<file path="src/design/ecal_pkg.sv">
// ----------------------------------------------------------------------------
// ecal_pkg
// Shared types and constants for the epoch seconds to calendar converter.
// ----------------------------------------------------------------------------
package ecal_pkg;

    localparam int unsigned PIPE_DEPTH = 7;

    // Reciprocal multipliers for division by constants
    localparam logic [26:0] DAY_MUL   = 27'd101806633; // (secs >> 7) / 675
    localparam logic [17:0] HOUR_MUL  = 18'd149131;    // rem / 3600, shift 29
    localparam logic [12:0] MIN_MUL   = 13'd4370;      // r / 60, shift 18
    localparam logic [16:0] QUAD_MUL  = 17'd91868;     // e / 1461, shift 27
    localparam logic [16:0] WEEK_MUL  = 17'd74899;     // v / 7, shift 19

    localparam logic [16:0] SECS_PER_DAY  = 17'd86400;
    localparam logic [11:0] SECS_PER_HOUR = 12'd3600;
    localparam logic [5:0]  SECS_PER_MIN  = 6'd60;
    localparam logic [10:0] DAYS_PER_QUAD = 11'd1461;
    localparam logic [2:0]  DAYS_PER_WEEK = 3'd7;

    // Day count is rebased to 1968-01-01, a leap year
    localparam logic [15:0] BASE_OFFSET  = 16'd731;
    // First day after the missing 2100-02-29
    localparam logic [15:0] SKIP_LEAP_DAY = 16'd47541;
    localparam logic [11:0] BASE_YEAR    = 12'd1968;
    // 1970-01-01 was a Thursday
    localparam logic [15:0] WEEKDAY_OFFSET = 16'd4;

    localparam logic [8:0] DAYS_BEFORE_MONTH [12] = '{
        9'd0, 9'd31, 9'd59, 9'd90, 9'd120, 9'd151,
        9'd181, 9'd212, 9'd243, 9'd273, 9'd304, 9'd334
    };

    typedef struct packed {
        logic [4:0] hour;
        logic [5:0] minute;
        logic [5:0] second;
    } tod_t;

    typedef struct packed {
        logic [11:0] year;
        logic [3:0]  month;
        logic [4:0]  day_of_month;
        logic [2:0]  weekday;
    } date_t;

endpackage

</file>
<file path="src/design/ecal_in_if.sv">
// ----------------------------------------------------------------------------
// ecal_in_if
// Input channel: one epoch seconds count per beat.
// ----------------------------------------------------------------------------
interface ecal_in_if;
    logic        valid;
    logic        ready;
    logic [31:0] epoch_seconds;

    modport source (output valid, output epoch_seconds, input ready);
    modport sink   (input valid, input epoch_seconds, output ready);
endinterface

</file>
<file path="src/design/ecal_out_if.sv">
// ----------------------------------------------------------------------------
// ecal_out_if
// Output channel: one calendar date and time per beat.
// ----------------------------------------------------------------------------
interface ecal_out_if;
    logic        valid;
    logic        ready;
    logic [11:0] year;
    logic [3:0]  month;
    logic [4:0]  day_of_month;
    logic [4:0]  hour;
    logic [5:0]  minute;
    logic [5:0]  second;
    logic [2:0]  weekday;

    modport source (output valid, output year, output month, output day_of_month,
                    output hour, output minute, output second, output weekday,
                    input ready);
    modport sink   (input valid, input year, input month, input day_of_month,
                    input hour, input minute, input second, input weekday,
                    output ready);
endinterface

</file>
<file path="src/design/ecal_daysplit.sv">
// ----------------------------------------------------------------------------
// ecal_daysplit
// Two stages: whole days from the seconds count by reciprocal multiply.
// ----------------------------------------------------------------------------
module ecal_daysplit (
    input  logic        clk,
    input  logic        en,
    input  logic [31:0] secs,
    output logic [15:0] days,
    output logic [31:0] secs_out
);
    import ecal_pkg::*;

    logic [51:0] prod_reg;
    logic [51:0] prod_next;
    logic [31:0] secs1_reg;
    logic [15:0] days_reg;
    logic [15:0] days_next;
    logic [31:0] secs2_reg;

    // Divide by 86400 as (secs >> 7) / 675
    assign prod_next = {27'd0, secs[31:7]} * {25'd0, DAY_MUL};
    assign days_next = prod_reg[51:36];

    always_ff @(posedge clk)
    begin
        if (en)
        begin
            prod_reg  <= prod_next;
            secs1_reg <= secs;
            days_reg  <= days_next;
            secs2_reg <= secs1_reg;
        end
    end

    assign days     = days_reg;
    assign secs_out = secs2_reg;
endmodule

</file>
<file path="src/design/ecal_clock.sv">
// ----------------------------------------------------------------------------
// ecal_clock
// Five stages: hour, minute and second from the seconds within the day.
// ----------------------------------------------------------------------------
module ecal_clock (
    input  logic               clk,
    input  logic               en,
    input  logic [31:0]        secs,
    input  logic [15:0]        days,
    output ecal_pkg::tod_t     tod
);
    import ecal_pkg::*;

    logic [31:0] day_secs;
    logic [16:0] rem_next;
    logic [16:0] rem3_reg;
    logic [16:0] rem4_reg;
    logic [34:0] ph_reg;
    logic [4:0]  hour_next;
    logic [11:0] r2_next;
    logic [4:0]  hour5_reg;
    logic [4:0]  hour6_reg;
    logic [11:0] r5_reg;
    logic [11:0] r6_reg;
    logic [24:0] pm_reg;
    logic [5:0]  minute_next;
    logic [5:0]  second_next;
    tod_t        tod_reg;

    // Seconds within the day
    assign day_secs = secs - 32'({16'd0, days} * {15'd0, SECS_PER_DAY});
    assign rem_next = day_secs[16:0];

    // Split off the hour
    assign hour_next = ph_reg[33:29];
    assign r2_next   = 12'(rem4_reg - 17'({12'd0, hour_next} * {5'd0, SECS_PER_HOUR}));

    // Split minute and second
    assign minute_next = pm_reg[23:18];
    assign second_next = 6'(r6_reg - 12'({6'd0, minute_next} * SECS_PER_MIN));

    always_ff @(posedge clk)
    begin
        if (en)
        begin
            rem3_reg  <= rem_next;
            rem4_reg  <= rem3_reg;
            ph_reg    <= {18'd0, rem3_reg} * {17'd0, HOUR_MUL};
            hour5_reg <= hour_next;
            r5_reg    <= r2_next;
            hour6_reg <= hour5_reg;
            r6_reg    <= r5_reg;
            pm_reg    <= {13'd0, r5_reg} * {12'd0, MIN_MUL};
            tod_reg   <= '{hour: hour6_reg, minute: minute_next, second: second_next};
        end
    end

    assign tod = tod_reg;
endmodule

</file>
<file path="src/design/ecal_date.sv">
// ----------------------------------------------------------------------------
// ecal_date
// Five stages: year, month, day of month and weekday from the day count.
// ----------------------------------------------------------------------------
module ecal_date (
    input  logic               clk,
    input  logic               en,
    input  logic [15:0]        days,
    output ecal_pkg::date_t    date
);
    import ecal_pkg::*;

    logic [15:0] e_next;
    logic [15:0] v_next;
    logic [15:0] e3_reg;
    logic [15:0] v3_reg;
    logic [32:0] pq_reg;
    logic [32:0] pw_reg;
    logic [15:0] e4_reg;
    logic [15:0] v4_reg;
    logic [5:0]  quad_next;
    logic [10:0] r_next;
    logic [2:0]  wd_next;
    logic [5:0]  quad5_reg;
    logic [10:0] r5_reg;
    logic [2:0]  wd5_reg;
    logic [1:0]  yi_next;
    logic [8:0]  doy_next;
    logic [5:0]  quad6_reg;
    logic [1:0]  yi6_reg;
    logic [8:0]  doy6_reg;
    logic [2:0]  wd6_reg;
    logic        leap;
    logic [3:0]  mon_idx;
    logic [8:0]  mon_start;
    logic [8:0]  start_m;
    date_t       date_next;
    date_t       date_reg;

    // Rebase to 1968 and insert a day for 2100-02-29 so every fourth year leaps
    assign e_next = days + BASE_OFFSET + ((days >= SKIP_LEAP_DAY) ? 16'd1 : 16'd0);
    assign v_next = days + WEEKDAY_OFFSET;

    // Quotient and remainder of the four-year cycle and the week
    assign quad_next = pq_reg[32:27];
    assign r_next    = 11'(e4_reg - 16'({10'd0, quad_next} * {5'd0, DAYS_PER_QUAD}));
    assign wd_next   = 3'(v4_reg - 16'(pw_reg[32:19] * DAYS_PER_WEEK));

    // Year within the cycle and day of year
    always_comb
    begin
        priority if (r5_reg < 11'd366)
        begin
            yi_next  = 2'd0;
            doy_next = r5_reg[8:0];
        end
        else if (r5_reg < 11'd731)
        begin
            yi_next  = 2'd1;
            doy_next = 9'(r5_reg - 11'd366);
        end
        else if (r5_reg < 11'd1096)
        begin
            yi_next  = 2'd2;
            doy_next = 9'(r5_reg - 11'd731);
        end
        else
        begin
            yi_next  = 2'd3;
            doy_next = 9'(r5_reg - 11'd1096);
        end
    end

    // Find the month by comparing against the month starts
    assign leap = (yi6_reg == 2'd0);
    always_comb
    begin
        mon_idx   = 4'd0;
        mon_start = 9'd0;
        start_m   = 9'd0;
        for (int m = 1; m < 12; m++)
        begin
            start_m = DAYS_BEFORE_MONTH[m] + ((leap && m >= 2) ? 9'd1 : 9'd0);
            if (doy6_reg >= start_m)
            begin
                mon_idx   = 4'(m);
                mon_start = start_m;
            end
        end
        date_next.year         = BASE_YEAR + {4'd0, quad6_reg, 2'b00} + {10'd0, yi6_reg};
        date_next.month        = mon_idx + 4'd1;
        date_next.day_of_month = 5'(doy6_reg - mon_start + 9'd1);
        date_next.weekday      = wd6_reg;
    end

    always_ff @(posedge clk)
    begin
        if (en)
        begin
            e3_reg    <= e_next;
            v3_reg    <= v_next;
            pq_reg    <= {17'd0, e3_reg} * {16'd0, QUAD_MUL};
            pw_reg    <= {17'd0, v3_reg} * {16'd0, WEEK_MUL};
            e4_reg    <= e3_reg;
            v4_reg    <= v3_reg;
            quad5_reg <= quad_next;
            r5_reg    <= r_next;
            wd5_reg   <= wd_next;
            quad6_reg <= quad5_reg;
            yi6_reg   <= yi_next;
            doy6_reg  <= doy_next;
            wd6_reg   <= wd5_reg;
            date_reg  <= date_next;
        end
    end

    assign date = date_reg;
endmodule

</file>
<file path="src/design/epoch_seconds_to_calendar_core.sv">
// ----------------------------------------------------------------------------
// epoch_seconds_to_calendar_core
// Converts seconds since 1970-01-01 00:00:00 to a calendar date and time.
// ----------------------------------------------------------------------------
//  Channel | Dir | Payload
//  req     | in  | epoch_seconds[31:0]
//  rsp     | out | year, month, day_of_month, hour, minute, second, weekday
//
//  Seven register stages; one beat enters per cycle while the output is not
//  stalled. Reciprocal multiplies for days, then hour and minute (with the
//  four-year cycle in parallel), are each followed by a register.
//  Reset clears only the stage valid bits.
//  A stalled output freezes the whole pipeline; nothing is lost or repeated.
// ----------------------------------------------------------------------------
module epoch_seconds_to_calendar_core (
    input  logic   clk,
    input  logic   rst_n,
    ecal_in_if.sink     req,
    ecal_out_if.source  rsp
);
    import ecal_pkg::*;

    logic [PIPE_DEPTH-1:0] vld_reg;
    logic [PIPE_DEPTH-1:0] vld_next;
    logic                  en;
    logic [15:0]           days;
    logic [31:0]           secs2;
    tod_t                  tod;
    date_t                 date;

    // Advance whenever the output slot is free or being drained
    assign en        = !vld_reg[PIPE_DEPTH-1] || rsp.ready;
    assign req.ready = en;
    assign vld_next  = {vld_reg[PIPE_DEPTH-2:0], req.valid};

    always_ff @(posedge clk or negedge rst_n)
    begin
        if (!rst_n)
            vld_reg <= '0;
        else if (en)
            vld_reg <= vld_next;
    end

    ecal_daysplit u_daysplit (
        .clk      (clk),
        .en       (en),
        .secs     (req.epoch_seconds),
        .days     (days),
        .secs_out (secs2)
    );

    ecal_clock u_clock (
        .clk  (clk),
        .en   (en),
        .secs (secs2),
        .days (days),
        .tod  (tod)
    );

    ecal_date u_date (
        .clk  (clk),
        .en   (en),
        .days (days),
        .date (date)
    );

    // Drive the result beat
    assign rsp.valid        = vld_reg[PIPE_DEPTH-1];
    assign rsp.year         = date.year;
    assign rsp.month        = date.month;
    assign rsp.day_of_month = date.day_of_month;
    assign rsp.weekday      = date.weekday;
    assign rsp.hour         = tod.hour;
    assign rsp.minute       = tod.minute;
    assign rsp.second       = tod.second;
endmodule

</file>
<file path="src/flat_wrapper.sv">
// flat-port wrapper written by rule: the top's interface ports become plain ports
module epoch_seconds_to_calendar_core_flat import ecal_pkg::*;
  (clk, rst_n, req_valid, req_epoch_seconds, req_ready, rsp_valid, rsp_year, rsp_month, rsp_day_of_month, rsp_hour, rsp_minute, rsp_second, rsp_weekday, rsp_ready);
  ecal_in_if req_i ();
  ecal_out_if rsp_i ();
  input  logic clk;
  input  logic rst_n;
  input wire logic [$bits(req_i.valid)-1:0] req_valid;
  input wire logic [$bits(req_i.epoch_seconds)-1:0] req_epoch_seconds;
  output wire logic [$bits(req_i.ready)-1:0] req_ready;
  output wire logic [$bits(rsp_i.valid)-1:0] rsp_valid;
  output wire logic [$bits(rsp_i.year)-1:0] rsp_year;
  output wire logic [$bits(rsp_i.month)-1:0] rsp_month;
  output wire logic [$bits(rsp_i.day_of_month)-1:0] rsp_day_of_month;
  output wire logic [$bits(rsp_i.hour)-1:0] rsp_hour;
  output wire logic [$bits(rsp_i.minute)-1:0] rsp_minute;
  output wire logic [$bits(rsp_i.second)-1:0] rsp_second;
  output wire logic [$bits(rsp_i.weekday)-1:0] rsp_weekday;
  input wire logic [$bits(rsp_i.ready)-1:0] rsp_ready;
  assign req_i.valid = req_valid;
  assign req_i.epoch_seconds = req_epoch_seconds;
  assign req_ready = req_i.ready;
  assign rsp_valid = rsp_i.valid;
  assign rsp_year = rsp_i.year;
  assign rsp_month = rsp_i.month;
  assign rsp_day_of_month = rsp_i.day_of_month;
  assign rsp_hour = rsp_i.hour;
  assign rsp_minute = rsp_i.minute;
  assign rsp_second = rsp_i.second;
  assign rsp_weekday = rsp_i.weekday;
  assign rsp_i.ready = rsp_ready;
  epoch_seconds_to_calendar_core u_core (.clk(clk), .rst_n(rst_n), .req(req_i), .rsp(rsp_i));
endmodule
</file>
<file path="config.mk">
export PLATFORM = sky130hd
export DESIGN_NAME = epoch_seconds_to_calendar_core_flat
export DESIGN_NICKNAME = d
export VERILOG_FILES = /design/src/design/ecal_pkg.sv /design/src/design/ecal_in_if.sv /design/src/design/ecal_out_if.sv /design/src/design/ecal_daysplit.sv /design/src/design/ecal_clock.sv /design/src/design/ecal_date.sv /design/src/design/epoch_seconds_to_calendar_core.sv /design/src/flat_wrapper.sv
export SDC_FILE = /design/constraint.sdc
export NUM_CORES = 2
export LEC_CHECK = 0
export ABC_AREA = 1
export BUFFER_PORTS_ARGS = -buffer_cell sky130_fd_sc_hd__buf_2
export CORE_MARGIN = 10
export CORE_UTILIZATION = 35
export DETAILED_ROUTE_END_ITERATION = 10
export PLACE_DENSITY = 0.62
export RECOVER_POWER = 25
export REMOVE_ABC_BUFFERS = 1
export SETUP_SLACK_MARGIN = 0.3
export SLEW_MARGIN = 10
export SYNTH_ARGS = -nofsm -noshare
export SYNTH_HDL_FRONTEND = slang
export SYNTH_SLANG_ARGS = --single-unit
export TNS_END_PERCENT = 1
</file>
<file path="constraint.sdc">
create_clock -name clk -period 10.39 [get_ports clk]
set_input_delay 1.5585 -clock clk [delete_from_list [all_inputs] [get_ports clk]]
set_output_delay 1.5585 -clock clk [all_outputs]
set_load 0.01 [all_outputs]
</file>
==> impl_metrics.toml <==
[outcome]
run_status = "complete, no violations"

[yosys]
adder_cell_fraction_of_synth_area = 0.491
synth_xor_xnor_area_share = 0.0306
synth_compound_gate_area_share = 0.0599
asyncSetResetFlopFracSynth = 0.0254
simple_gate_area_share_of_the_yosys_netlist = 0.0987
largest_family_of_logic_cells_by_synthesized_area = "adder cells"
syn-mean-instance-area_um2 = 9.65
synthesis.instances = 3907
synth_top_area_share = 0.268
ys_warn_count = 0
synth.lib_cells_used.distinct = 56
synth_sequential_area_ratio = 0.219
synth_enable_flop_cells = 269
synth_top_flop_cell = "sky130_fd_sc_hd__edfxtp_1"
post_synth_mux_area_share = 0.000863
synth_top_area_cell = "sky130_fd_sc_hd__ha_1"
synth.ff_latch_count = 276
synth_area_leaders = "sky130_fd_sc_hd__ha_1 (27%), sky130_fd_sc_hd__fa_1 (22%), sky130_fd_sc_hd__edfxtp_1 (21%)"
combined_area_of_all_synthesized_cells_um2 = 37700

[layout]
num-fill-cells = 10706
num_antenna_cells = 0
area_growth_syn_to_layout_pct = 8.87
largest_register_ff_count = 23
drive_above_1_share = 0.0433
final_net_count = 5280

[floorplanning]
core_region_area_um2 = 107000
ioPinCount = 79
die_outline_width_um = 348
die_h_um = 348
die_area_um2 = 121000
std_cell_rows = 120
floorplan.initialDensity = 0.352

[timing]
slew_headroom = 0.341
finalSetupViolations = 0
final_period_demand_of_the_worst_path_ns = 6.58
final_hold_vios = 0
timing.setup.tns_ns = 0
maxSlewViolCount = 0
rsz0062_at_grt = "false"
fin_worst_skew_ns = 0.0230
worst_pin_slew_ns = 0.989
timing.fmax_mhz = 152
period_share = 0.634

[global_routing]
grt_max_degree = 73
antenna_violations_before_repair = 0
globalRouteOverflowTotal = 0
grt.total_usage = 0.142
grt_pass1_wl_um = 140000
grt_pass1_vias = 27149

[critical_path]
rr_worst_depth = 18
crit_fanout = 9
critical_path_class = "in -> reg"
worstPathRequired_ns = 10.70
worst_ep_arrival_time_ns = 6.90
worst_setup_path_start_kind = "primary input"
critPathCaptureType = "flop"

[clocking]
maximum_count_of_clock_buffers_along_a_single_path = 3
cts_setup_buffers = 0
cts.sinks = 276
cts_stage_hold_buffer_count = 0
tritoncts.num_buffers = 37
htreeDepth = 2
clock_latency_ns = 0.56
ctsRootBufferMaster = "sky130_fd_sc_hd__clkbuf_16"
tritoncts = "yes"
clock_input_transition_at_the_sequential_cells_of_the_worst_setup_and_hold_paths_ns = 0.06
cts-resized-gates = 0

[hold_path]
min_delay_path_depth = 0
hold_path_class = "reg -> reg"

[placed_design]
dpl.hpwl_um = 72800
final_weighted_congestion_in_routability_driven_placement = 0.945
buffer_ports.inserted = 78

[route]
viasPerCell = 4.69
detail_route.iter0.violations = 1187
post_drt_wl_per_cell_um = 15.6
drc_errors_left = 0
detail-route-antenna-nets = 0
routed_wl_um = 84800
detail_route.first_pass.iterations = 6
routed-via-count = 25579

[flow_run]
maxCapViolCount = 0
-- area by class of cell --
cell class,instances,area (µm²),area share
Clock buffer,41,941,0.0229
Tap cell,1403,1760,0.0428
Multi-Input combinational cell,2641,25700,0.626
Timing Repair Buffer,82,419,0.0102
Sequential cell,276,8250,0.201
Inverter,979,3670,0.0896
Clock inverter,27,313,0.00762
-- cells by family (layout without fill, tap and decap cells) --
family / Yosys count / in the layout
DFF: 276 / 276
and+or+nand+nor: 875 / 875
adders and majority gates: 1227 / 1227
muxes: 3 / 3
AOI/OAI and AO/OA: 405 / 405
buffers and inverters: 990 / 1129
xor gates and xnor gates: 131 / 131
-- Yosys cell counts, types with 15 or more instances --
library cell	number
sky130_fd_sc_hd__edfxtp_1	269
sky130_fd_sc_hd__nand4_1	41
sky130_fd_sc_hd__xor2_1	92
sky130_fd_sc_hd__nor2_1	181
sky130_fd_sc_hd__o21bai_1	15
sky130_fd_sc_hd__o21ai_0	120
sky130_fd_sc_hd__ha_1	808
sky130_fd_sc_hd__nand3_1	109
sky130_fd_sc_hd__nand2_1	474
sky130_fd_sc_hd__a21o_1	22
sky130_fd_sc_hd__a21oi_1	192
sky130_fd_sc_hd__xnor2_1	38
sky130_fd_sc_hd__nor3_1	25
sky130_fd_sc_hd__inv_1	973
sky130_fd_sc_hd__fa_1	419
-- critical path, stage by stage --
cell and delay (ns):
sky130_fd_sc_hd__buf_2 0.19, sky130_fd_sc_hd__fa_1 0.53, sky130_fd_sc_hd__inv_1 0.05, sky130_fd_sc_hd__fa_1 0.47
sky130_fd_sc_hd__inv_1 0.05, sky130_fd_sc_hd__fa_1 0.52, sky130_fd_sc_hd__inv_1 0.05, sky130_fd_sc_hd__fa_1 0.52
sky130_fd_sc_hd__inv_1 0.06, sky130_fd_sc_hd__fa_1 0.50, sky130_fd_sc_hd__fa_1 0.49, sky130_fd_sc_hd__ha_1 0.31
sky130_fd_sc_hd__ha_1 0.38, sky130_fd_sc_hd__nand2_1 0.09, sky130_fd_sc_hd__inv_1 0.12, sky130_fd_sc_hd__nand2_1 0.09
sky130_fd_sc_hd__nor2_1 0.16, sky130_fd_sc_hd__inv_1 0.09, sky130_fd_sc_hd__nor3_1 0.27, sky130_fd_sc_hd__nand4_1 0.21
sky130_fd_sc_hd__nand4_1 0.11, sky130_fd_sc_hd__nand2_1 0.05
-- placed cells by master (no fill, tap or decap), types with 5 or more instances in the layout --
cell type / synthesis / final
sky130_fd_sc_hd__clkbuf_1: 1 / 5
sky130_fd_sc_hd__edfxtp_1: 269 / 269
sky130_fd_sc_hd__clkinv_2: 0 / 5
sky130_fd_sc_hd__dfrtp_1: 7 / 7
sky130_fd_sc_hd__xor2_1: 92 / 92
sky130_fd_sc_hd__inv_2: 5 / 5
sky130_fd_sc_hd__buf_2: 1 / 77
sky130_fd_sc_hd__nor4_1: 12 / 12
sky130_fd_sc_hd__or2_2: 6 / 6
sky130_fd_sc_hd__nand3_1: 109 / 109
sky130_fd_sc_hd__o21ai_0: 120 / 120
sky130_fd_sc_hd__nor3_1: 25 / 25
sky130_fd_sc_hd__a21oi_1: 192 / 192
sky130_fd_sc_hd__a21o_1: 22 / 22
sky130_fd_sc_hd__nand4_1: 41 / 41
sky130_fd_sc_hd__inv_1: 973 / 973
sky130_fd_sc_hd__o21bai_1: 15 / 15
sky130_fd_sc_hd__fa_1: 419 / 419
sky130_fd_sc_hd__clkbuf_16: 0 / 37
sky130_fd_sc_hd__o211ai_1: 10 / 10
sky130_fd_sc_hd__a31oi_1: 12 / 12
sky130_fd_sc_hd__nor2_1: 181 / 181
sky130_fd_sc_hd__bufinv_16: 0 / 5
sky130_fd_sc_hd__nor3_2: 5 / 5
sky130_fd_sc_hd__inv_6: 0 / 6
sky130_fd_sc_hd__clkinv_1: 1 / 5
sky130_fd_sc_hd__ha_1: 808 / 808
sky130_fd_sc_hd__xnor2_1: 38 / 38
sky130_fd_sc_hd__o21a_1: 5 / 5
sky130_fd_sc_hd__nand2_1: 474 / 473
-- path summary, 6_finish.rpt --
path / startpoint / slack (ns) / endpoint
max: req_epoch_seconds[30] / 3.81 / u_core.u_daysplit.prod_reg[47]
min: u_core.u_clock.rem4_reg[0] / 0.41 / u_core.u_clock.r5_reg[0]
max reg2reg: u_core.u_date.e3_reg[10] / 4.85 / u_core.u_date.pq_reg[28]
min reg2reg: u_core.u_clock.rem4_reg[0] / 0.41 / u_core.u_clock.r5_reg[0]
max in group asynchronous: rst_n / 9.24 / u_core.vld_reg[5]
min in group asynchronous: rst_n / 0.88 / u_core.vld_reg[6]
-- routing by layer --
metal	global-route usage	vias to the layer above	share of wire
met5	0	-	0
met4	0.0374	0	0.026
met3	0.0166	126	0.032
met2	0.250	381	0.48
met1	0.183	12279	0.46
li1	-	12793	-
-- stage by stage --
step           setup slack, ns  area, µm²  std cells   util  hold slack (ns)
2_1_floorplan             1.35      37600       3896      -            0.400
3_3_place_gp              3.21      39800       5381  0.372            0.401
3_5_place_dp              3.24      39800       5381  0.372            0.405
4_1_cts                   3.81      41000       5449  0.383            0.415
5_1_grt                   3.52      41000       5449  0.383            0.420
6_report                  3.81      41000       5449  0.383            0.413
Power is not shown: default switching activity piles up to over one toggle a cycle in this logic, so the estimate is an artifact.
